File: src/design/fae_pkg.sv
`default_nettype none
// ----------------------------------------------------------------------------
// fae_pkg
// Shared constants, request codes and controller/datapath interface types
// for the frame allocator.
// ----------------------------------------------------------------------------
package fae_pkg;

    localparam int NUM_FRAMES_DEF     = 64;
    localparam int FALLBACK_FRAME_DEF = 50;

    // fixed field widths of the item ports
    localparam int REQ_W = 2;
    localparam int TID_W = 16;
    localparam int IDX_W = 6;
    localparam int CNT_W = 7;

    typedef enum logic [REQ_W-1:0] {
        REQ_ALLOC         = 2'd0,
        REQ_RELEASE_ONE   = 2'd1,
        REQ_RELEASE_OWNER = 2'd2
    } t_req;

    // controller -> datapath
    typedef struct packed {
        logic accept;     // latch item, clear trackers and results
        logic start;      // begin a scan over all frames
        logic one;        // release a single frame
        logic grant;      // commit the chosen frame
        logic load_out;   // move results into the output register
    } t_cmd;

    // datapath -> controller
    typedef struct packed {
        logic req_alloc;
        logic scan_done;
    } t_status;

endpackage

`default_nettype wire

File: src/design/fae_controller.sv
`default_nettype none
// ----------------------------------------------------------------------------
// fae_controller
// Sequencer for one item at a time, plus the output handshake.
// ----------------------------------------------------------------------------
module fae_controller (
    input  wire logic                      i_clk,
    input  wire logic                      i_rst_n,
    input  wire logic                      i_valid,
    input  wire logic [fae_pkg::REQ_W-1:0] i_req_type,
    output logic                           o_stall,
    output logic                           o_valid,
    input  wire logic                      i_stall,
    output fae_pkg::t_cmd                  o_cmd,
    input  wire fae_pkg::t_status          i_sts
);
    import fae_pkg::*;

    typedef enum logic [5:0] {
        S_IDLE   = 6'b000001,
        S_SCAN   = 6'b000010,
        S_DECIDE = 6'b000100,
        S_ONE    = 6'b001000,
        S_GRANT  = 6'b010000,
        S_FIN    = 6'b100000
    } t_state;

    t_state r_state, n_state;
    logic   r_out_valid;
    logic   accept;
    logic   out_free;

    assign accept   = i_valid && (r_state == S_IDLE);
    assign out_free = !r_out_valid || !i_stall;

    always_comb begin
        n_state = r_state;
        o_cmd   = '0;
        case (r_state)
            S_IDLE: begin
                if (accept) begin
                    o_cmd.accept = 1'b1;
                    case (i_req_type)
                        REQ_ALLOC, REQ_RELEASE_OWNER: begin
                            o_cmd.start = 1'b1;
                            n_state     = S_SCAN;
                        end
                        REQ_RELEASE_ONE: n_state = S_ONE;
                        default:         n_state = S_FIN;
                    endcase
                end
            end
            S_SCAN: begin
                if (i_sts.scan_done) n_state = S_DECIDE;
            end
            S_DECIDE: begin
                // victim/free frame owner is read here for the grant cycle
                n_state = i_sts.req_alloc ? S_GRANT : S_FIN;
            end
            S_ONE: begin
                o_cmd.one = 1'b1;
                n_state   = S_FIN;
            end
            S_GRANT: begin
                o_cmd.grant = 1'b1;
                n_state     = S_FIN;
            end
            S_FIN: begin
                if (out_free) begin
                    o_cmd.load_out = 1'b1;
                    n_state        = S_IDLE;
                end
            end
            default: n_state = S_IDLE;
        endcase
    end

    always_ff @(posedge i_clk) begin
        if (!i_rst_n) begin
            r_state     <= S_IDLE;
            r_out_valid <= 1'b0;
        end else begin
            r_state <= n_state;
            if (o_cmd.load_out) begin
                r_out_valid <= 1'b1;
            end else if (!i_stall) begin
                r_out_valid <= 1'b0;
            end
        end
    end

    assign o_stall = (r_state != S_IDLE);
    assign o_valid = r_out_valid;

endmodule

`default_nettype wire

File: src/design/fae_datapath.sv
`default_nettype none
// ----------------------------------------------------------------------------
// fae_datapath
// Frame flags, owner memory, scan counter, victim trackers and result
// registers.
// ----------------------------------------------------------------------------
module fae_datapath #(
    parameter int NUM_FRAMES     = fae_pkg::NUM_FRAMES_DEF,
    parameter int FALLBACK_FRAME = fae_pkg::FALLBACK_FRAME_DEF
) (
    input  wire logic                      i_clk,
    input  wire logic                      i_rst_n,
    input  wire fae_pkg::t_cmd             i_cmd,
    output fae_pkg::t_status               o_sts,
    input  wire logic [fae_pkg::REQ_W-1:0] i_req_type,
    input  wire logic [fae_pkg::TID_W-1:0] i_thread_id,
    input  wire logic                      i_page_is_stack,
    input  wire logic [fae_pkg::IDX_W-1:0] i_release_index,
    output logic      [fae_pkg::IDX_W-1:0] o_frame_index,
    output logic                           o_evicted,
    output logic      [fae_pkg::TID_W-1:0] o_previous_owner,
    output logic      [fae_pkg::CNT_W-1:0] o_frames_released
);
    import fae_pkg::*;

    localparam int IW = $clog2(NUM_FRAMES);
    localparam int CW = $clog2(NUM_FRAMES + 1);
    localparam int FB = (FALLBACK_FRAME >= NUM_FRAMES) ? NUM_FRAMES - 1 : FALLBACK_FRAME;
    localparam logic [IW-1:0] FB_IDX   = IW'(FB);
    localparam logic [IW-1:0] LAST_IDX = IW'(NUM_FRAMES - 1);

    // latched item
    logic [REQ_W-1:0] r_req;
    logic [TID_W-1:0] r_tid;
    logic             r_stack;
    logic [IDX_W-1:0] r_rel;

    // frame flags
    logic [NUM_FRAMES-1:0] r_in_use;
    logic [NUM_FRAMES-1:0] r_holds_stack;

    // owner memory, one read port, one write port
    logic [TID_W-1:0] r_mem [NUM_FRAMES];
    logic [TID_W-1:0] r_rd_data;
    logic [IW-1:0]    rd_addr;

    // scan
    logic          r_issue;
    logic          r_chk;
    logic [IW-1:0] r_idx;
    logic [IW-1:0] r_idx_d;

    // candidates
    logic          r_found_free, r_found_first, r_found_high;
    logic [IW-1:0] r_free_idx, r_first_idx, r_high_idx;
    logic [CW-1:0] r_count;

    // results
    logic [IW-1:0]    r_res_frame;
    logic             r_res_ev;
    logic [TID_W-1:0] r_res_prev;

    logic [IDX_W-1:0] r_out_frame;
    logic             r_out_ev;
    logic [TID_W-1:0] r_out_prev;
    logic [CNT_W-1:0] r_out_count;

    logic [IW-1:0] frame_sel;
    logic [IW-1:0] victim;
    logic [IW-1:0] rel_idx;
    logic          rel_hit;
    logic          is_alloc;
    logic          is_owner;
    logic          owner_hit;

    assign is_alloc = (r_req == REQ_ALLOC);
    assign is_owner = (r_req == REQ_RELEASE_OWNER);

    assign victim    = r_found_first ? r_first_idx :
                       r_found_high  ? r_high_idx  : FB_IDX;
    assign frame_sel = r_found_free ? r_free_idx : victim;

    assign rel_idx = IW'(r_rel);
    assign rel_hit = (int'(r_rel) < NUM_FRAMES) && r_in_use[rel_idx];

    assign owner_hit = r_chk && is_owner && r_in_use[r_idx_d] && (r_rd_data == r_tid);

    assign rd_addr = r_issue ? r_idx : frame_sel;

    assign o_sts.req_alloc = is_alloc;
    assign o_sts.scan_done = r_chk && (r_idx_d == LAST_IDX);

    // scan control
    always_ff @(posedge i_clk) begin
        if (!i_rst_n) begin
            r_issue <= 1'b0;
            r_chk   <= 1'b0;
        end else begin
            r_chk <= r_issue;
            if (i_cmd.start) begin
                r_issue <= 1'b1;
            end else if (r_issue && (r_idx == LAST_IDX)) begin
                r_issue <= 1'b0;
            end
        end
    end

    always_ff @(posedge i_clk) begin
        if (i_cmd.start) begin
            r_idx <= '0;
        end else if (r_issue) begin
            r_idx <= IW'(r_idx + 1'b1);
        end
        r_idx_d <= r_idx;
    end

    // item latch, candidate tracking, results
    always_ff @(posedge i_clk) begin
        if (i_cmd.accept) begin
            r_req         <= i_req_type;
            r_tid         <= i_thread_id;
            r_stack       <= i_page_is_stack;
            r_rel         <= i_release_index;
            r_found_free  <= 1'b0;
            r_found_first <= 1'b0;
            r_found_high  <= 1'b0;
            r_count       <= '0;
            r_res_frame   <= '0;
            r_res_ev      <= 1'b0;
            r_res_prev    <= '0;
        end else begin
            if (r_chk && is_alloc) begin
                if (!r_in_use[r_idx_d] && !r_found_free) begin
                    r_found_free <= 1'b1;
                    r_free_idx   <= r_idx_d;
                end
                // owner data only matters when every frame is in use
                if ((r_rd_data != r_tid) && !r_holds_stack[r_idx_d] && !r_found_first) begin
                    r_found_first <= 1'b1;
                    r_first_idx   <= r_idx_d;
                end
                // ascending scan: the last hit is the highest, frame 0 excluded
                if ((r_idx_d != '0) && !r_holds_stack[r_idx_d]) begin
                    r_found_high <= 1'b1;
                    r_high_idx   <= r_idx_d;
                end
            end
            if (owner_hit) begin
                r_count <= CW'(r_count + 1'b1);
            end
            if (i_cmd.one && rel_hit) begin
                r_count <= CW'(1);
            end
            if (i_cmd.grant) begin
                r_res_frame <= frame_sel;
                r_res_ev    <= !r_found_free;
                r_res_prev  <= r_found_free ? '0 : r_rd_data;
            end
        end
    end

    // frame flags
    always_ff @(posedge i_clk) begin
        if (!i_rst_n) begin
            r_in_use      <= '0;
            r_holds_stack <= '0;
        end else begin
            if (owner_hit) begin
                r_in_use[r_idx_d]      <= 1'b0;
                r_holds_stack[r_idx_d] <= 1'b0;
            end
            if (i_cmd.one && rel_hit) begin
                r_in_use[rel_idx]      <= 1'b0;
                r_holds_stack[rel_idx] <= 1'b0;
            end
            if (i_cmd.grant) begin
                r_in_use[frame_sel]      <= 1'b1;
                r_holds_stack[frame_sel] <= r_stack;
            end
        end
    end

    // owner memory; entries of free frames may be read but never count
    always_ff @(posedge i_clk) begin
        r_rd_data <= r_mem[rd_addr];
        if (i_cmd.grant) begin
            r_mem[frame_sel] <= r_tid;
        end
    end

    // output register
    always_ff @(posedge i_clk) begin
        if (i_cmd.load_out) begin
            r_out_frame <= IDX_W'(r_res_frame);
            r_out_ev    <= r_res_ev;
            r_out_prev  <= r_res_prev;
            r_out_count <= CNT_W'(r_count);
        end
    end

    assign o_frame_index     = r_out_frame;
    assign o_evicted         = r_out_ev;
    assign o_previous_owner  = r_out_prev;
    assign o_frames_released = r_out_count;

endmodule

`default_nettype wire

File: src/design/frame_allocator_with_eviction.sv
`default_nettype none
// ----------------------------------------------------------------------------
// frame_allocator_with_eviction
// Physical frame table: allocate with eviction, release one, release by owner.
// ----------------------------------------------------------------------------
// One item is processed at a time. Allocate and release-by-owner walk the
// whole frame table, one frame per cycle through the single read port of the
// owner memory, then a decide state; allocate then commits the frame in a
// grant state. Release-one skips the walk; an unknown request goes straight
// to the result. Results sit in an output register, so the next item is
// taken while a result still waits downstream. No clearing pass after reset:
// the in-use and stack flags are flip-flops cleared by reset, and the owner
// memory contents only count for frames that are in use.
// ----------------------------------------------------------------------------
module frame_allocator_with_eviction #(
    parameter int NUM_FRAMES     = fae_pkg::NUM_FRAMES_DEF,
    parameter int FALLBACK_FRAME = fae_pkg::FALLBACK_FRAME_DEF
) (
    input  wire logic                      i_clk,
    input  wire logic                      i_rst_n,
    input  wire logic                      i_valid,
    output logic                           o_stall,
    input  wire logic [fae_pkg::REQ_W-1:0] i_req_type,
    input  wire logic [fae_pkg::TID_W-1:0] i_thread_id,
    input  wire logic                      i_page_is_stack,
    input  wire logic [fae_pkg::IDX_W-1:0] i_release_index,
    output logic                           o_valid,
    input  wire logic                      i_stall,
    output logic      [fae_pkg::IDX_W-1:0] o_frame_index,
    output logic                           o_evicted,
    output logic      [fae_pkg::TID_W-1:0] o_previous_owner,
    output logic      [fae_pkg::CNT_W-1:0] o_frames_released
);
    import fae_pkg::*;

    t_cmd    cmd;
    t_status sts;

    fae_controller u_ctrl (
        .i_clk      (i_clk),
        .i_rst_n    (i_rst_n),
        .i_valid    (i_valid),
        .i_req_type (i_req_type),
        .o_stall    (o_stall),
        .o_valid    (o_valid),
        .i_stall    (i_stall),
        .o_cmd      (cmd),
        .i_sts      (sts)
    );

    fae_datapath #(
        .NUM_FRAMES     (NUM_FRAMES),
        .FALLBACK_FRAME (FALLBACK_FRAME)
    ) u_dp (
        .i_clk             (i_clk),
        .i_rst_n           (i_rst_n),
        .i_cmd             (cmd),
        .o_sts             (sts),
        .i_req_type        (i_req_type),
        .i_thread_id       (i_thread_id),
        .i_page_is_stack   (i_page_is_stack),
        .i_release_index   (i_release_index),
        .o_frame_index     (o_frame_index),
        .o_evicted         (o_evicted),
        .o_previous_owner  (o_previous_owner),
        .o_frames_released (o_frames_released)
    );

endmodule

`default_nettype wire

File: config.mk
export PLATFORM = sky130hd
export DESIGN_NAME = frame_allocator_with_eviction
export DESIGN_NICKNAME = d
export VERILOG_FILES = /design/src/design/fae_pkg.sv /design/src/design/fae_controller.sv /design/src/design/fae_datapath.sv /design/src/design/frame_allocator_with_eviction.sv
export SDC_FILE = /design/constraint.sdc
export NUM_CORES = 2
export LEC_CHECK = 0
export BUFFER_PORTS_ARGS = -buffer_cell sky130_fd_sc_hd__buf_2
export CORE_MARGIN = 1.5
export CORE_UTILIZATION = 60
export CTS_BUF_LIST = sky130_fd_sc_hd__clkbuf_4
export CTS_CLUSTER_SIZE = 16
export DETAILED_ROUTE_END_ITERATION = 12
export PLACE_DENSITY = 0.76
export SETUP_SLACK_MARGIN = 0.3
export SYNTH_ARGS = -nofsm -noshare
export SYNTH_HDL_FRONTEND = slang
export SYNTH_SLANG_ARGS = --single-unit
File: constraint.sdc
create_clock -name i_clk -period 5.3 [get_ports i_clk]
set_input_delay 1.06 -clock i_clk [delete_from_list [all_inputs] [get_ports i_clk]]
set_output_delay 1.06 -clock i_clk [all_outputs]
set_load 0.005 [all_outputs]
==> impl_metrics.csv <==
group,metric,value,unit
detailed_routing,drtIter0Drc,5754,
synthesis,avgSynthCellArea,12.96,sq um
synthesis,synth_edf_count,1097,
hold_path,hp-class,"in -> reg",
sta,final.setup.tns,0,ps
pwr,p_sw_share,34.75,%
sta,fmax,228.7,MHz
clock_network,cts_tree,"done",
synthesis,synth_top_family_by_area,"simple AND/OR/NAND/NOR gates",
synthesis,synthCells,4054,
pwr,p_total,0.02708,W
final_layout,fin_nets,4362,
clock_network,numCtsBuffers,328,
detailed_routing,drc_errors,0,
placement,gp_congestion,1.064,
detailed_routing,via_per_inst,6.595,
final_layout,nFillCells,6087,
placement,dp_hpwl,95740,um
critical_path,required,6440,ps
synthesis,syn_nets,4085,
pwr,seqPwrFrac,43.9,%
clock_network,clockBufferDepth,4,
pwr,ir_worst_vdd,436.8,uV
clock_network,cts_setup_buffers,0,
critical_path,arrival,5520,ps
detailed_routing,wl,157400,um
synthesis,yosysWarnings,0,
floorplanning,die_y,298.9,um
pwr,switchingPower,0.009411,W
sta,clock_skew,131.7,ps
sta,slew_violations,0,
pwr,power.density,460.9,nW/um^2
job,cap_violations,0,
synthesis,async_flop_share,0,%
sta,setup_viol,0,
detailed_routing,wl_per_cell,27.49,um
detailed_routing,vias,37760,
critical_path,cp.buffers_inverters,1,
global_routing,grt_pass1_wl,229000,um
clock_network,clk_latency,1240,ps
sta,finalCriticalPeriod,4372,ps
critical_path,crit_chain,"inv_1 > a311oi_1 > nor2_1 > nor2_2 > nand4_1 > a41oi_1 > a21o_1",
synthesis,yosys.area_share.simple,14.22,%
synthesis,syn_area,52550,sq um
placement,dpl_cell_area,54470,sq um
floorplanning,rows,108,
sta,tightest_slew,1214,ps
critical_path,cp-end-kind,"register",
final_layout,drive_gt1_share,17.33,%
detailed_routing,drt-pass1-iter-count,6,
synthesis,yosysSeqAreaShare,70.24,%
pwr,p_leak,20.86,nW
synthesis,synth-compound-area-share,8.403,%
critical_path,start_kind,"register",
sta,finalCritPeriodShare,82.49,%
synthesis,synth_xor_area_share,0.4000,%
critical_path,crit_path_top_delay_cell,"a41oi_1",
global_routing,grt_max_degree,105,
status,outcome,"complete, no violations",
synthesis,ys_types,96,
placement,placed_cells,5132,
global_routing,grt_antenna_before_repair,6,
global_routing,first_global_vias,35880,
floorplanning,dieArea,89360,sq um
clock_network,cts_root_buffer,"clkbuf_4",
sta,finalHoldViolations,0,
pwr,power_frac_clock,30.6,%
placement,port_buffers,60,
floorplanning,start_util,60.57,%
synthesis,dominantRegCellSynth,"edfxtp_1",
synthesis,ys_seq_elements,1295,
critical_path,cp_slowest_stage_delay,920,ps
critical_path,path_delay_family,"compound AO/OA/AOI/OAI gates",
pwr,combPwrFrac,25.5,%
pwr,internal-power,0.01767,W
global_routing,grt_util_all_layers,34.91,%
synthesis,synthMuxAreaShare,3.981,%
detailed_routing,ant_nets,0,
final_layout,fin_area,58770,sq um
floorplanning,core_area,86750,sq um
synthesis,synth-adder-area-share,0.04762,%
clock_network,cts.sinks,1295,
sta,rsz0062_at_grt,"no",
final_layout,area_growth,11.84,%
sta,slew-limit-headroom,18.96,%
clock_network,htreeDepth,5,
floorplanning,io_pins,61,
clock_network,clk_pin_slew,70,ps
clock_network,cts-resized-gates,0,
global_routing,gr-total-overflow,0,
final_layout,finalNonFillerCells,5725,
critical_path,criticalPathCategory,"reg -> reg",
floorplanning,die_x,298.9,um
critical_path,crit_fanout,21,
[cell type report]
| type | count | area, sq um | area share [%] |
|---|---|---|---|
| timing repair buffer | 212 | 1664 | 2.832 |
| clock inverter | 75 | 367.9 | 0.6260 |
| multi-input combinational | 2415 | 14400 | 24.50 |
| antenna | 5 | 12.51 | 0.02129 |
| sequential | 1295 | 36910 | 62.81 |
| tap | 1155 | 1445 | 2.459 |
| clock buffer | 489 | 3671 | 6.247 |
| inverter | 79 | 296.5 | 0.5046 |
[worst register-to-register path: cells and delay by family, from the launching register on]
kind | cells | cell delay [ps]
buffers and inverters | 1 | 500
AO/OA/AOI/OAI | 3 | 1680
AND/OR/NAND/NOR | 3 | 1400
flip-flops | 1 | 780
[cell usage in the layout, fill, tap and decap left out, types with 32 or more instances in the layout]
cell	netlist	layout
dfxtp_1	198	196
buf_4	7	115
edfxtp_1	1097	1097
a22o_1	32	32
nand3_1	295	295
buf_2	55	60
mux2i_1	170	170
clkbuf_4	0	489
nor2_1	109	99
nand4_1	151	151
a21oi_1	59	57
clkinv_1	1	48
inv_1	78	78
o22ai_1	45	45
nand2_1	931	931
a32oi_1	127	127
[power groups by stage]
| stage | logic [W] | clock network, W | registers (W) |
|---|---|---|---|
| after floorplan | 0.00389 | 0 | 0.0120 |
| after global placement | 0.00658 | 0 | 0.0121 |
| after detailed placement | 0.00668 | 0 | 0.0121 |
| after CTS | 0.00671 | 0.00831 | 0.0119 |
| after global routing | 0.00714 | 0.00886 | 0.0119 |
| final | 0.00690 | 0.00828 | 0.0119 |
[flip-flops by register name (all words and copies together) (netlist names), 7 cells and up]
register,count
u_dp.r_count,7
u_dp.o_frames_released,7
u_dp.r_mem,1024
u_dp.o_previous_owner,16
u_dp.r_rd_data,16
u_dp.r_tid,16
u_dp.r_res_prev,16
u_dp.r_in_use,64
u_dp.r_holds_stack,64
[through the flow]
step                      worst slack (ps)  hold slack [ps]  util (%)
final                                928.0            128.2     67.74
after detailed placement              1015            398.5     62.79
after floorplan                       1658            329.0         -
after CTS                             1043            18.40     67.72
after global placement                1109            394.3     62.79
after global routing                 706.3            53.61     67.74
[worst paths after layout]
kind	slack [ps]	endpoint	startpoint	cells after the start
max	930	u_dp.r_rd_data[10]	u_dp.r_found_free	7
min	130	u_dp.r_req[0]	i_req_type[0]	1
min reg2reg	370	u_dp.o_previous_owner[14]	u_dp.r_res_prev[14]	0
max reg2reg	930	u_dp.r_rd_data[10]	u_dp.r_found_free	7
[per-layer routing]
| layer | share of wire, % | track usage, % |
|---|---|---|
| met5 | 0 | 0 |
| met4 | 5.6 | 19.48 |
| met3 | 14 | 9.829 |
| met2 | 44 | 51.09 |
| met1 | 36 | 47.44 |
[logic make-up after synthesis]
group	after synthesis
xor+xnor	24
buf+inv	344
compound gates	548
mux	192
flops	1295
simple gates	1649
fa+ha+maj	2
[synthesized netlist by cell type, drive strengths merged, types with 31 or more instances]
| library cell | count | share of area (%) |
|---|---|---|
| nand2 | 931 | 6.7 |
| inv | 78 | 0.56 |
| a32oi | 127 | 2.1 |
| o31ai | 31 | 0.52 |
| nand4 | 151 | 1.8 |
| clkbuf | 172 | 1.2 |
| nor2 | 110 | 0.79 |
| a21oi | 59 | 0.56 |
| edfxtp | 1097 | 63 |
| o22ai | 45 | 0.54 |
| mux2i | 170 | 3.2 |
| a31o | 32 | 0.53 |
| buf | 93 | 0.92 |
| nand3 | 295 | 2.8 |
| a22o | 32 | 0.53 |
| dfxtp | 198 | 7.5 |
[what timing repair did]
action / CTS / global route
setup endpoints to repair: 0 / 0
hold buffers: 24 / 0
endpoints found under the hold margin: 24 / 0
(Power assumes the default switching activity.)
